**src/sv/sbm_pkg.sv**
```systemverilog
package sbm_pkg;

  localparam int unsigned StackDepthDefault = 64;
  localparam int unsigned WordWidth = 32;

  // opcodes
  localparam logic [31:0] OpPush = 32'd0;
  localparam logic [31:0] OpAdd  = 32'd1;
  localparam logic [31:0] OpSub  = 32'd2;
  localparam logic [31:0] OpMul  = 32'd3;
  localparam logic [31:0] OpDiv  = 32'd4;
  localparam logic [31:0] OpNeg  = 32'd5;
  localparam logic [31:0] OpDup  = 32'd6;
  localparam logic [31:0] OpHalt = 32'd7;

  // result status codes
  localparam logic [2:0] StOk        = 3'd0;
  localparam logic [2:0] StOverflow  = 3'd1;
  localparam logic [2:0] StUnderflow = 3'd2;
  localparam logic [2:0] StDivZero   = 3'd3;
  localparam logic [2:0] StPastEnd   = 3'd4;
  localparam logic [2:0] StBadOp     = 3'd5;
  localparam logic [2:0] StEmpty     = 3'd6;

  // datapath operations
  typedef enum logic [2:0] {
    AluAdd,
    AluSub,
    AluMul,
    AluDiv,
    AluNeg
  } alu_op_e;

  typedef struct packed {
    logic signed [31:0] word;
    logic               last_word;
  } in_word_t;

  typedef struct packed {
    logic [2:0]         status;
    logic signed [31:0] value;
  } out_word_t;

  // controller to datapath
  typedef struct packed {
    logic       rd_top;    // read top and second entries
    logic       wr_push;   // write operand word at depth
    logic       wr_dup;    // write top copy at depth
    logic       alu_start; // start operation on read operands
    alu_op_e    alu_op;
  } dp_cmd_t;

  // datapath to controller
  typedef struct packed {
    logic alu_done;
    logic b_zero;
  } dp_sts_t;

endpackage

```
**src/sv/sbm_datapath.sv**
```systemverilog
module sbm_datapath #(
  parameter int unsigned StackDepth = sbm_pkg::StackDepthDefault,
  localparam int unsigned AW = $clog2(StackDepth)
) (
  input  logic               clk_i,
  input  logic               rst_ni,
  input  sbm_pkg::dp_cmd_t   cmd_i,
  input  logic [AW:0]        depth_i,
  input  logic [31:0]        word_i,
  output sbm_pkg::dp_sts_t   sts_o,
  output logic [31:0]        top_o
);

  logic [31:0] mem_q [StackDepth];
  logic [31:0] top_q, sec_q;
  logic [AW-1:0] top_a, sec_a, wr_a;

  // operation unit state
  logic [31:0] res_q, res_d;
  logic        busy_q, busy_d, done_q, done_d;
  logic [5:0]  cnt_q, cnt_d;
  logic [31:0] quo_q, quo_d, dvs_q, dvs_d;
  logic [32:0] rem_q, rem_d, trial;
  logic        negq_q, negq_d;
  logic [31:0] ua, ub;

  assign top_a = AW'(depth_i - 1'b1);
  assign sec_a = AW'(depth_i - 2'd2);
  assign wr_a  = depth_i[AW-1:0];

  // stack memory, registered reads of top two entries
  always_ff @(posedge clk_i) begin
    if (cmd_i.rd_top) begin
      top_q <= mem_q[top_a];
      sec_q <= mem_q[sec_a];
    end
    if (cmd_i.wr_push) begin
      mem_q[wr_a] <= word_i;
    end else if (cmd_i.wr_dup) begin
      mem_q[wr_a] <= top_q;
    end else if (done_q) begin
      mem_q[wr_a] <= res_q;
    end
  end

  assign top_o = top_q;
  assign sts_o = '{alu_done: done_q, b_zero: (top_q == '0)};

  // operation unit: simple ops computed and registered directly, one bit a cycle for divide
  assign ua = sec_q[31] ? 32'(-sec_q) : sec_q;
  assign ub = top_q[31] ? 32'(-top_q) : top_q;
  assign trial = {rem_q[31:0], quo_q[31]} - {1'b0, dvs_q};

  always_comb begin
    res_d  = res_q;
    busy_d = busy_q;
    done_d = 1'b0;
    cnt_d  = cnt_q;
    quo_d  = quo_q;
    dvs_d  = dvs_q;
    rem_d  = rem_q;
    negq_d = negq_q;
    if (cmd_i.alu_start) begin
      case (cmd_i.alu_op)
        sbm_pkg::AluAdd: begin res_d = sec_q + top_q; done_d = 1'b1; end
        sbm_pkg::AluSub: begin res_d = sec_q - top_q; done_d = 1'b1; end
        sbm_pkg::AluMul: begin res_d = 32'(sec_q * top_q); done_d = 1'b1; end
        sbm_pkg::AluNeg: begin res_d = 32'(-top_q); done_d = 1'b1; end
        sbm_pkg::AluDiv: begin
          busy_d = 1'b1;
          cnt_d  = 6'd32;
          quo_d  = ua;
          dvs_d  = ub;
          rem_d  = '0;
          negq_d = sec_q[31] ^ top_q[31];
        end
        default: begin res_d = '0; done_d = 1'b1; end
      endcase
    end else if (busy_q) begin
      // restoring division, one quotient bit a cycle
      if (!trial[32]) begin
        rem_d = trial;
        quo_d = {quo_q[30:0], 1'b1};
      end else begin
        rem_d = {rem_q[31:0], quo_q[31]};
        quo_d = {quo_q[30:0], 1'b0};
      end
      cnt_d = cnt_q - 1'b1;
      if (cnt_q == 6'd1) begin
        busy_d = 1'b0;
        done_d = 1'b1;
        res_d  = negq_q ? 32'(-quo_d) : quo_d;
      end
    end
  end

  always_ff @(posedge clk_i or negedge rst_ni) begin
    if (!rst_ni) begin
      busy_q <= 1'b0;
      done_q <= 1'b0;
      cnt_q  <= '0;
    end else begin
      busy_q <= busy_d;
      done_q <= done_d;
      cnt_q  <= cnt_d;
    end
  end

  always_ff @(posedge clk_i) begin
    res_q  <= res_d;
    quo_q  <= quo_d;
    dvs_q  <= dvs_d;
    rem_q  <= rem_d;
    negq_q <= negq_d;
  end

endmodule

```
**src/sv/sbm_ctrl.sv**
```systemverilog
module sbm_ctrl #(
  parameter int unsigned StackDepth = sbm_pkg::StackDepthDefault,
  localparam int unsigned AW = $clog2(StackDepth)
) (
  input  logic               clk_i,
  input  logic               rst_ni,
  input  logic               in_valid_i,
  output logic               in_stall_o,
  input  sbm_pkg::in_word_t  in_data_i,
  output logic               out_valid_o,
  input  logic               out_stall_i,
  output sbm_pkg::out_word_t out_data_o,
  output sbm_pkg::dp_cmd_t   cmd_o,
  output logic [AW:0]        depth_o,
  input  sbm_pkg::dp_sts_t   sts_i,
  input  logic [31:0]        top_i
);

  localparam logic [2:0] SIdle = 3'd0;
  localparam logic [2:0] SRead = 3'd1;
  localparam logic [2:0] SExec = 3'd2;
  localparam logic [2:0] SWait = 3'd3;

  logic [2:0]  state_q, state_d;
  logic [AW:0] depth_q, depth_d;
  logic        pend_q, pend_d, skip_q, skip_d, last_q, last_d;
  logic [31:0] op_q, op_d;
  logic        ov_q, ov_d;
  sbm_pkg::out_word_t od_q, od_d;
  logic        accept, emit;
  logic [2:0]  est;
  logic [31:0] eval;
  logic [AW:0] full;

  assign full = (AW+1)'(StackDepth);
  assign in_stall_o = (state_q != SIdle) || (ov_q && out_stall_i);
  assign accept = in_valid_i && !in_stall_o;
  assign out_valid_o = ov_q;
  assign out_data_o = od_q;
  assign depth_o = depth_q;

  always_comb begin
    state_d = state_q;
    depth_d = depth_q;
    pend_d  = pend_q;
    skip_d  = skip_q;
    last_d  = last_q;
    op_d    = op_q;
    ov_d    = ov_q && out_stall_i;
    od_d    = od_q;
    cmd_o   = '0;
    cmd_o.alu_op = sbm_pkg::AluAdd;
    emit = 1'b0;
    est  = sbm_pkg::StOk;
    eval = '0;
    case (state_q)
      SIdle: begin
        if (accept) begin
          last_d = in_data_i.last_word;
          op_d   = in_data_i.word;
          if (skip_q) begin
            if (in_data_i.last_word) skip_d = 1'b0;
          end else if (pend_q) begin
            pend_d = 1'b0;
            if (depth_q >= full) begin
              emit = 1'b1; est = sbm_pkg::StOverflow;
            end else begin
              cmd_o.wr_push = 1'b1;
              depth_d = depth_q + 1'b1;
              if (in_data_i.last_word) begin emit = 1'b1; est = sbm_pkg::StPastEnd; end
            end
          end else begin
            case (in_data_i.word)
              sbm_pkg::OpPush: begin
                pend_d = 1'b1;
                if (in_data_i.last_word) begin emit = 1'b1; est = sbm_pkg::StPastEnd; end
              end
              sbm_pkg::OpAdd, sbm_pkg::OpSub, sbm_pkg::OpMul, sbm_pkg::OpDiv: begin
                if (depth_q < 2) begin emit = 1'b1; est = sbm_pkg::StUnderflow; end
                else begin cmd_o.rd_top = 1'b1; state_d = SRead; end
              end
              sbm_pkg::OpNeg: begin
                if (depth_q == 0) begin emit = 1'b1; est = sbm_pkg::StUnderflow; end
                else begin cmd_o.rd_top = 1'b1; state_d = SRead; end
              end
              sbm_pkg::OpDup: begin
                if (depth_q == 0) begin emit = 1'b1; est = sbm_pkg::StUnderflow; end
                else if (depth_q >= full) begin emit = 1'b1; est = sbm_pkg::StOverflow; end
                else begin cmd_o.rd_top = 1'b1; state_d = SRead; end
              end
              sbm_pkg::OpHalt: begin
                if (depth_q == 0) begin emit = 1'b1; est = sbm_pkg::StEmpty; end
                else begin cmd_o.rd_top = 1'b1; state_d = SRead; end
              end
              default: begin emit = 1'b1; est = sbm_pkg::StBadOp; end
            endcase
          end
        end
      end
      SRead: begin
        // operands are registered, decide the action
        state_d = SIdle;
        case (op_q)
          sbm_pkg::OpHalt: begin emit = 1'b1; est = sbm_pkg::StOk; eval = top_i; end
          sbm_pkg::OpDup: begin
            cmd_o.wr_dup = 1'b1;
            depth_d = depth_q + 1'b1;
            if (last_q) begin emit = 1'b1; est = sbm_pkg::StPastEnd; end
          end
          sbm_pkg::OpNeg: begin
            cmd_o.alu_start = 1'b1; cmd_o.alu_op = sbm_pkg::AluNeg;
            depth_d = depth_q - 1'b1; state_d = SWait;
          end
          sbm_pkg::OpDiv: begin
            if (sts_i.b_zero) begin emit = 1'b1; est = sbm_pkg::StDivZero; end
            else begin
              cmd_o.alu_start = 1'b1; cmd_o.alu_op = sbm_pkg::AluDiv;
              depth_d = depth_q - 2'd2; state_d = SWait;
            end
          end
          sbm_pkg::OpSub: begin
            cmd_o.alu_start = 1'b1; cmd_o.alu_op = sbm_pkg::AluSub;
            depth_d = depth_q - 2'd2; state_d = SWait;
          end
          sbm_pkg::OpMul: begin
            cmd_o.alu_start = 1'b1; cmd_o.alu_op = sbm_pkg::AluMul;
            depth_d = depth_q - 2'd2; state_d = SWait;
          end
          default: begin
            cmd_o.alu_start = 1'b1; cmd_o.alu_op = sbm_pkg::AluAdd;
            depth_d = depth_q - 2'd2; state_d = SWait;
          end
        endcase
      end
      SWait: begin
        // result is written at depth by the datapath, then depth steps on
        if (sts_i.alu_done) begin
          depth_d = depth_q + 1'b1;
          state_d = SIdle;
          if (last_q) begin emit = 1'b1; est = sbm_pkg::StPastEnd; end
        end
      end
      default: state_d = SIdle;
    endcase
    if (emit) begin
      ov_d = 1'b1;
      od_d.status = est;
      od_d.value  = eval;
      depth_d = '0;
      pend_d  = 1'b0;
      skip_d  = (state_q == SIdle) ? !in_data_i.last_word : !last_q;
    end
  end

  always_ff @(posedge clk_i or negedge rst_ni) begin
    if (!rst_ni) begin
      state_q <= SIdle;
      depth_q <= '0;
      pend_q  <= 1'b0;
      skip_q  <= 1'b0;
      ov_q    <= 1'b0;
    end else begin
      state_q <= state_d;
      depth_q <= depth_d;
      pend_q  <= pend_d;
      skip_q  <= skip_d;
      ov_q    <= ov_d;
    end
  end

  always_ff @(posedge clk_i) begin
    last_q <= last_d;
    op_q   <= op_d;
    od_q   <= od_d;
  end

endmodule

```
**src/sv/stack_bytecode_machine.sv**
```systemverilog
// Stack bytecode interpreter: takes one program word per accepted input, with
// last_word on the final one, and gives one result word per program (halt value
// or an error status). PUSH, its operand and words that fail at decode are
// handled at decode; DUP, HALT and a division by zero also wait for the
// registered read of the stack memory; ADD, SUB, MUL and NEG add the operation
// unit and the write back; DIV adds the divider, one quotient bit a cycle. A
// result word held by a stalled receiver also stalls the input. The stack is a
// memory of STACK_DEPTH entries, read at two addresses a cycle.
module stack_bytecode_machine #(
  parameter int unsigned STACK_DEPTH = sbm_pkg::StackDepthDefault
) (
  input  logic               clk_i,
  input  logic               rst_ni,
  input  logic               in_valid_i,
  output logic               in_stall_o,
  input  sbm_pkg::in_word_t  in_data_i,
  output logic               out_valid_o,
  input  logic               out_stall_i,
  output sbm_pkg::out_word_t out_data_o
);

  localparam int unsigned AW = $clog2(STACK_DEPTH);

  sbm_pkg::dp_cmd_t cmd;
  sbm_pkg::dp_sts_t sts;
  logic [AW:0]      depth;
  logic [31:0]      top;

  sbm_ctrl #(.StackDepth(STACK_DEPTH)) u_ctrl (
    .clk_i, .rst_ni, .in_valid_i, .in_stall_o, .in_data_i,
    .out_valid_o, .out_stall_i, .out_data_o,
    .cmd_o(cmd), .depth_o(depth), .sts_i(sts), .top_i(top)
  );

  sbm_datapath #(.StackDepth(STACK_DEPTH)) u_dp (
    .clk_i, .rst_ni, .cmd_i(cmd), .depth_i(depth), .word_i(in_data_i.word),
    .sts_o(sts), .top_o(top)
  );

endmodule
```
**config.mk**
```make
export PLATFORM = sky130hd
export DESIGN_NAME = stack_bytecode_machine
export DESIGN_NICKNAME = d
export VERILOG_FILES = /design/src/sv/sbm_pkg.sv /design/src/sv/sbm_datapath.sv /design/src/sv/sbm_ctrl.sv /design/src/sv/stack_bytecode_machine.sv
export SDC_FILE = /design/constraint.sdc
export NUM_CORES = 2
export LEC_CHECK = 0
export ABC_AREA = 1
export BUFFER_PORTS_ARGS = -buffer_cell sky130_fd_sc_hd__buf_2
export CAP_MARGIN = 0
export CORE_MARGIN = 4
export CORE_UTILIZATION = 34
export DETAILED_ROUTE_END_ITERATION = 8
export PLACE_DENSITY_LB_ADDON = 0.1
export SYNTH_ARGS = -nofsm -noshare
export SYNTH_HDL_FRONTEND = slang
export SYNTH_SLANG_ARGS = --single-unit
```
**constraint.sdc**
```tcl
create_clock -name clk_i -period 7.82 [get_ports clk_i]
set_input_delay 1.564 -clock clk_i [delete_from_list [all_inputs] [get_ports clk_i]]
set_output_delay 1.564 -clock clk_i [all_outputs]
set_load 0.01 [all_outputs]
```
==> summary.md <==
| Metric | Value |
|---|---|
| Fin. max-slew vios | `0` |
| Leak | `around 57 nW` |
| Switching portion of total power | `between 20 and 25%` |
| RD Place Congestion | `around 0.94` |
| Maximum clock frequency | `~0.14 GHz` |
| Critical path fanouts, max | `10` |
| Worst EP required | `8470 ps` |
| MaxCap Viol Count | `0` |
| Largest net degree at the start of global routing | `around 210` |
| Drc violations | `0` |
| Core area | `~400000 um2` |
| Vias in the first global route | `around 110k` |
| Wire per inst | `between 20 and 30 um` |
| Crit-path max cell delay | `~540 ps` |
| Final Power | `roughly 0.027 W` |
| I/O pin total | `74` |
| Chip height | `about 640 um` |
| Crit-path leading delay family | `adder cells` |
| Port Buffer Count | `73` |
| # setup viols final | `0` |
| Startpoint types | `flip-flop` |
| Avg Cell Area, Syn | `a little over 9 um2` |
| Internal | `between 0.02 and 0.025 W` |
| Post-route cell area | `approximately 150000 um2` |
| Worst Hold Path EP | `u_dp.cnt_q[0]$_DFFE_PN0P_` |
| Setup bufs post-CTS | `0` |
| Peak supply drop | `between 0.15 and 0.2 mV` |
| Yosys reg bits | `around 2300` |
| Sw power | `roughly 0.0060 W` |
| Warnings from Yosys | `0` |
| Worst slew pin tran | `1460 ps` |
| CTS tree | `yes` |
| Min-Delay Startpoint | `u_dp.cnt_q[0]$_DFFE_PN0P_` |
| Die area | `~400000 um2` |
| Hold Path Class | `reg -> reg` |
| DP Wirelength | `about 370000 um` |
| Reg2reg end | `u_dp.res_q[30]$_DFFE_PP_` |
| Syn Nets | `15100` |
| Reg power frac | `approximately 51%` |
| Fin Setup TNS | `0 ps` |
| Yosys cell types | `between 70 and 80` |
| Max Clock Skew | `between 80 and 90 ps` |
| Initial antenna violation count | `67` |
| Final hold vios | `0` |
| Most flops, register | `u_dp.mem_q` |
| Post-cts resize count | `0` |
| TritonRoute pass-1 iters | `6` |
| Netlist Area Pre-Place | `roughly 130000 um2` |
| Area leader, netlist | `edfxtp_1` |
| CP max-delay cell | `edfxtp_1` |
| First-pass GRT wire length | `between 700000 and 800000 um` |
| Hold path depth | `1` |
| Initial DRC count | `roughly 14000` |
| Area Growth Syn to Fin | `11.9%` |
| Reg2reg path depth | `28` |
| Root buf cell | `clkbuf_16` |
| Power per Cell Area | `~180 nW/um2` |
| Rows | `230` |
| Num CTS Buffers | `just under 300` |
| Final Cycle Share | `93.8%` |
| Share of cells above drive strength 1 | `7.90%` |
| Placed Area | `141000 um2` |
| Clock power frac | `48.0%` |
| RSZ-0062 raised after global routing | `no` |
| Die width | `between 600 and 700 um` |
| CTS hold repair buffers | `0` |
| WL final | `approximately 570000 um` |
| Combinational Power Share | `under 10%` |
| Seq/Total Area, Yosys | `between 50% and 60%` |
| Outcome | `finished, final reports clean` |
| Total track usage | `27.2%` |
| Final nets | `about 15000` |
| CTS sink count | `around 2300` |
| Routed vias/inst | `about 5.8` |
| Top_reg_cell synth | `edfxtp_1` |
| Tmin final | `between 7000 and 8000 ps` |
| Antenna viol nets, final | `0` |
| Ys async rst share | `0.859%` |
| Clock tree buffer depth | `4` |
| Max reg flops | `about 2000` |
| Starting Density | `roughly a third` |
| Nature of the critical path endpoint | `flip-flop` |
| Most frequent cell after synthesis | `nor2_1` |
| H-Tree Depth | `5` |
| Vias | `~110k` |
| Clk_lat worst skew | `950 ps` |
| R2r setup slk | `slightly below 500 ps` |
| Yosys top cell area share | `between 50% and 60%` |
| Worst flop-to-flop path startpoint | `u_dp.sec_q[11]$_DFFE_PP_` |
| Synth cell count leaders | `nor2_1 (3120), o21ai_0 (2647), edfxtp_1 (2309)` |
| Slew Limit Headroom | `approximately 2.5%` |
| Top post-synthesis cells by area | `edfxtp_1 (52%), o21ai_0 (9.9%), nor2_1 (8.8%)` |
| WP buf/inv | `8` |
| Gr ovfl total | `0` |
| Crit path kind | `reg -> reg` |
| CTS clk-pin slew, worst paths | `approximately 60 ps` |
| Number of synthesized flops with an enable pin | `2309` |
| Crit path DAT | `7990 ps` |
| Syn Inst Count | `approximately 15000` |
[worst max path at each step]
| stage | startpoint | end | cells after the start |
|---|---|---|---|
| 2_1_floorplan | u_dp.top_o[6]$_DFFE_PP_ | u_dp.res_q[27]$_DFFE_PP_ | 28 |
| 6_report | u_dp.sec_q[11]$_DFFE_PP_ | u_dp.res_q[30]$_DFFE_PP_ | 28 |
| 3_5_place_dp | u_dp.sec_q[9]$_DFFE_PP_ | u_dp.res_q[30]$_DFFE_PP_ | 28 |
| 5_1_grt | u_dp.sec_q[11]$_DFFE_PP_ | u_dp.res_q[27]$_DFFE_PP_ | 27 |
| 3_3_place_gp | u_dp.sec_q[9]$_DFFE_PP_ | u_dp.res_q[30]$_DFFE_PP_ | 28 |
| 4_1_cts | u_dp.sec_q[9]$_DFFE_PP_ | u_dp.res_q[30]$_DFFE_PP_ | 28 |
[area by class of cell]
cell class	instances	area [um2]
multi-input cells	9986	55800
clock inverters	159	1160
flip-flops and latches	2329	69800
repair buffers	507	4190
diodes	77	193
well taps	5220	6530
clock buffers	368	7830
fillers	39000	243000
inverters	1090	4150
[cell usage in the layout (no fill, tap or decap), types with 62 or more instances in the layout]
cell       Yosys  final
a21oi_1      186    185
buf_2        216     73
buf_4          8    389
clkbuf_1     798     62
clkbuf_16      0    301
clkinv_1       7     73
diode_2        0     77
edfxtp_1    2309   2309
fa_1         410    410
ha_1         199    197
inv_1       1063    993
inv_2         18     80
nand2_1     1256   1255
nand3_1      177    175
nor2_1      3120   3085
o21ai_0     2647   2647
o21ai_1      153    153
o22ai_1     1241   1241
o32ai_1       81     78
xor2_1        83     80
[metrics by stage]
stage | worst slack [ps] | util (%) | std cells | hold WS (ps)
floorplan | 768 | - | 14500 | 484
global placement | 530 | 35.8 | 19100 | 503
detailed placement | 492 | 35.8 | 19100 | 506
CTS | 488 | 38.1 | 19700 | 517
global route | 70.0 | 38.2 | 19700 | 554
finish | 487 | 38.2 | 19700 | 513
[routing by layer]
| metal | vias up | wire length, um | GRT usage [%] |
|---|---|---|---|
| met1 | 57000 | 250000 | 39.0 |
| li1 | 50300 | - | - |
| met4 | 10 | 27100 | 11.6 |
| met2 | 5568 | 243000 | 40.1 |
| met3 | 957 | 53000 | 5.24 |
| met5 | - | 110 | 0 |
[power groups by stage]
stage	Combinational (W)	Clock [W]	Sequential, W
final	0.000401	0.0131	0.0138
after floorplan	0.000122	0	0.0140
after CTS	0.000403	0.0133	0.0138
after detailed placement	0.000404	0	0.0140
after global placement	0.000408	0	0.0140
after global routing	0.000420	0.0139	0.0138
[kinds of logic after synthesis]
group	after synthesis	synth area share, %
AOI/OAI and AO/OA	4486	18.6
xor gates and xnor gates	125	0.818
adders and majority gates	609	8.00
buffers and inverters	2185	6.40
DFF	2329	52.2
and+or+nand+nor	4766	14.0
No activity file was read; power rests on OpenSTA's default activity.
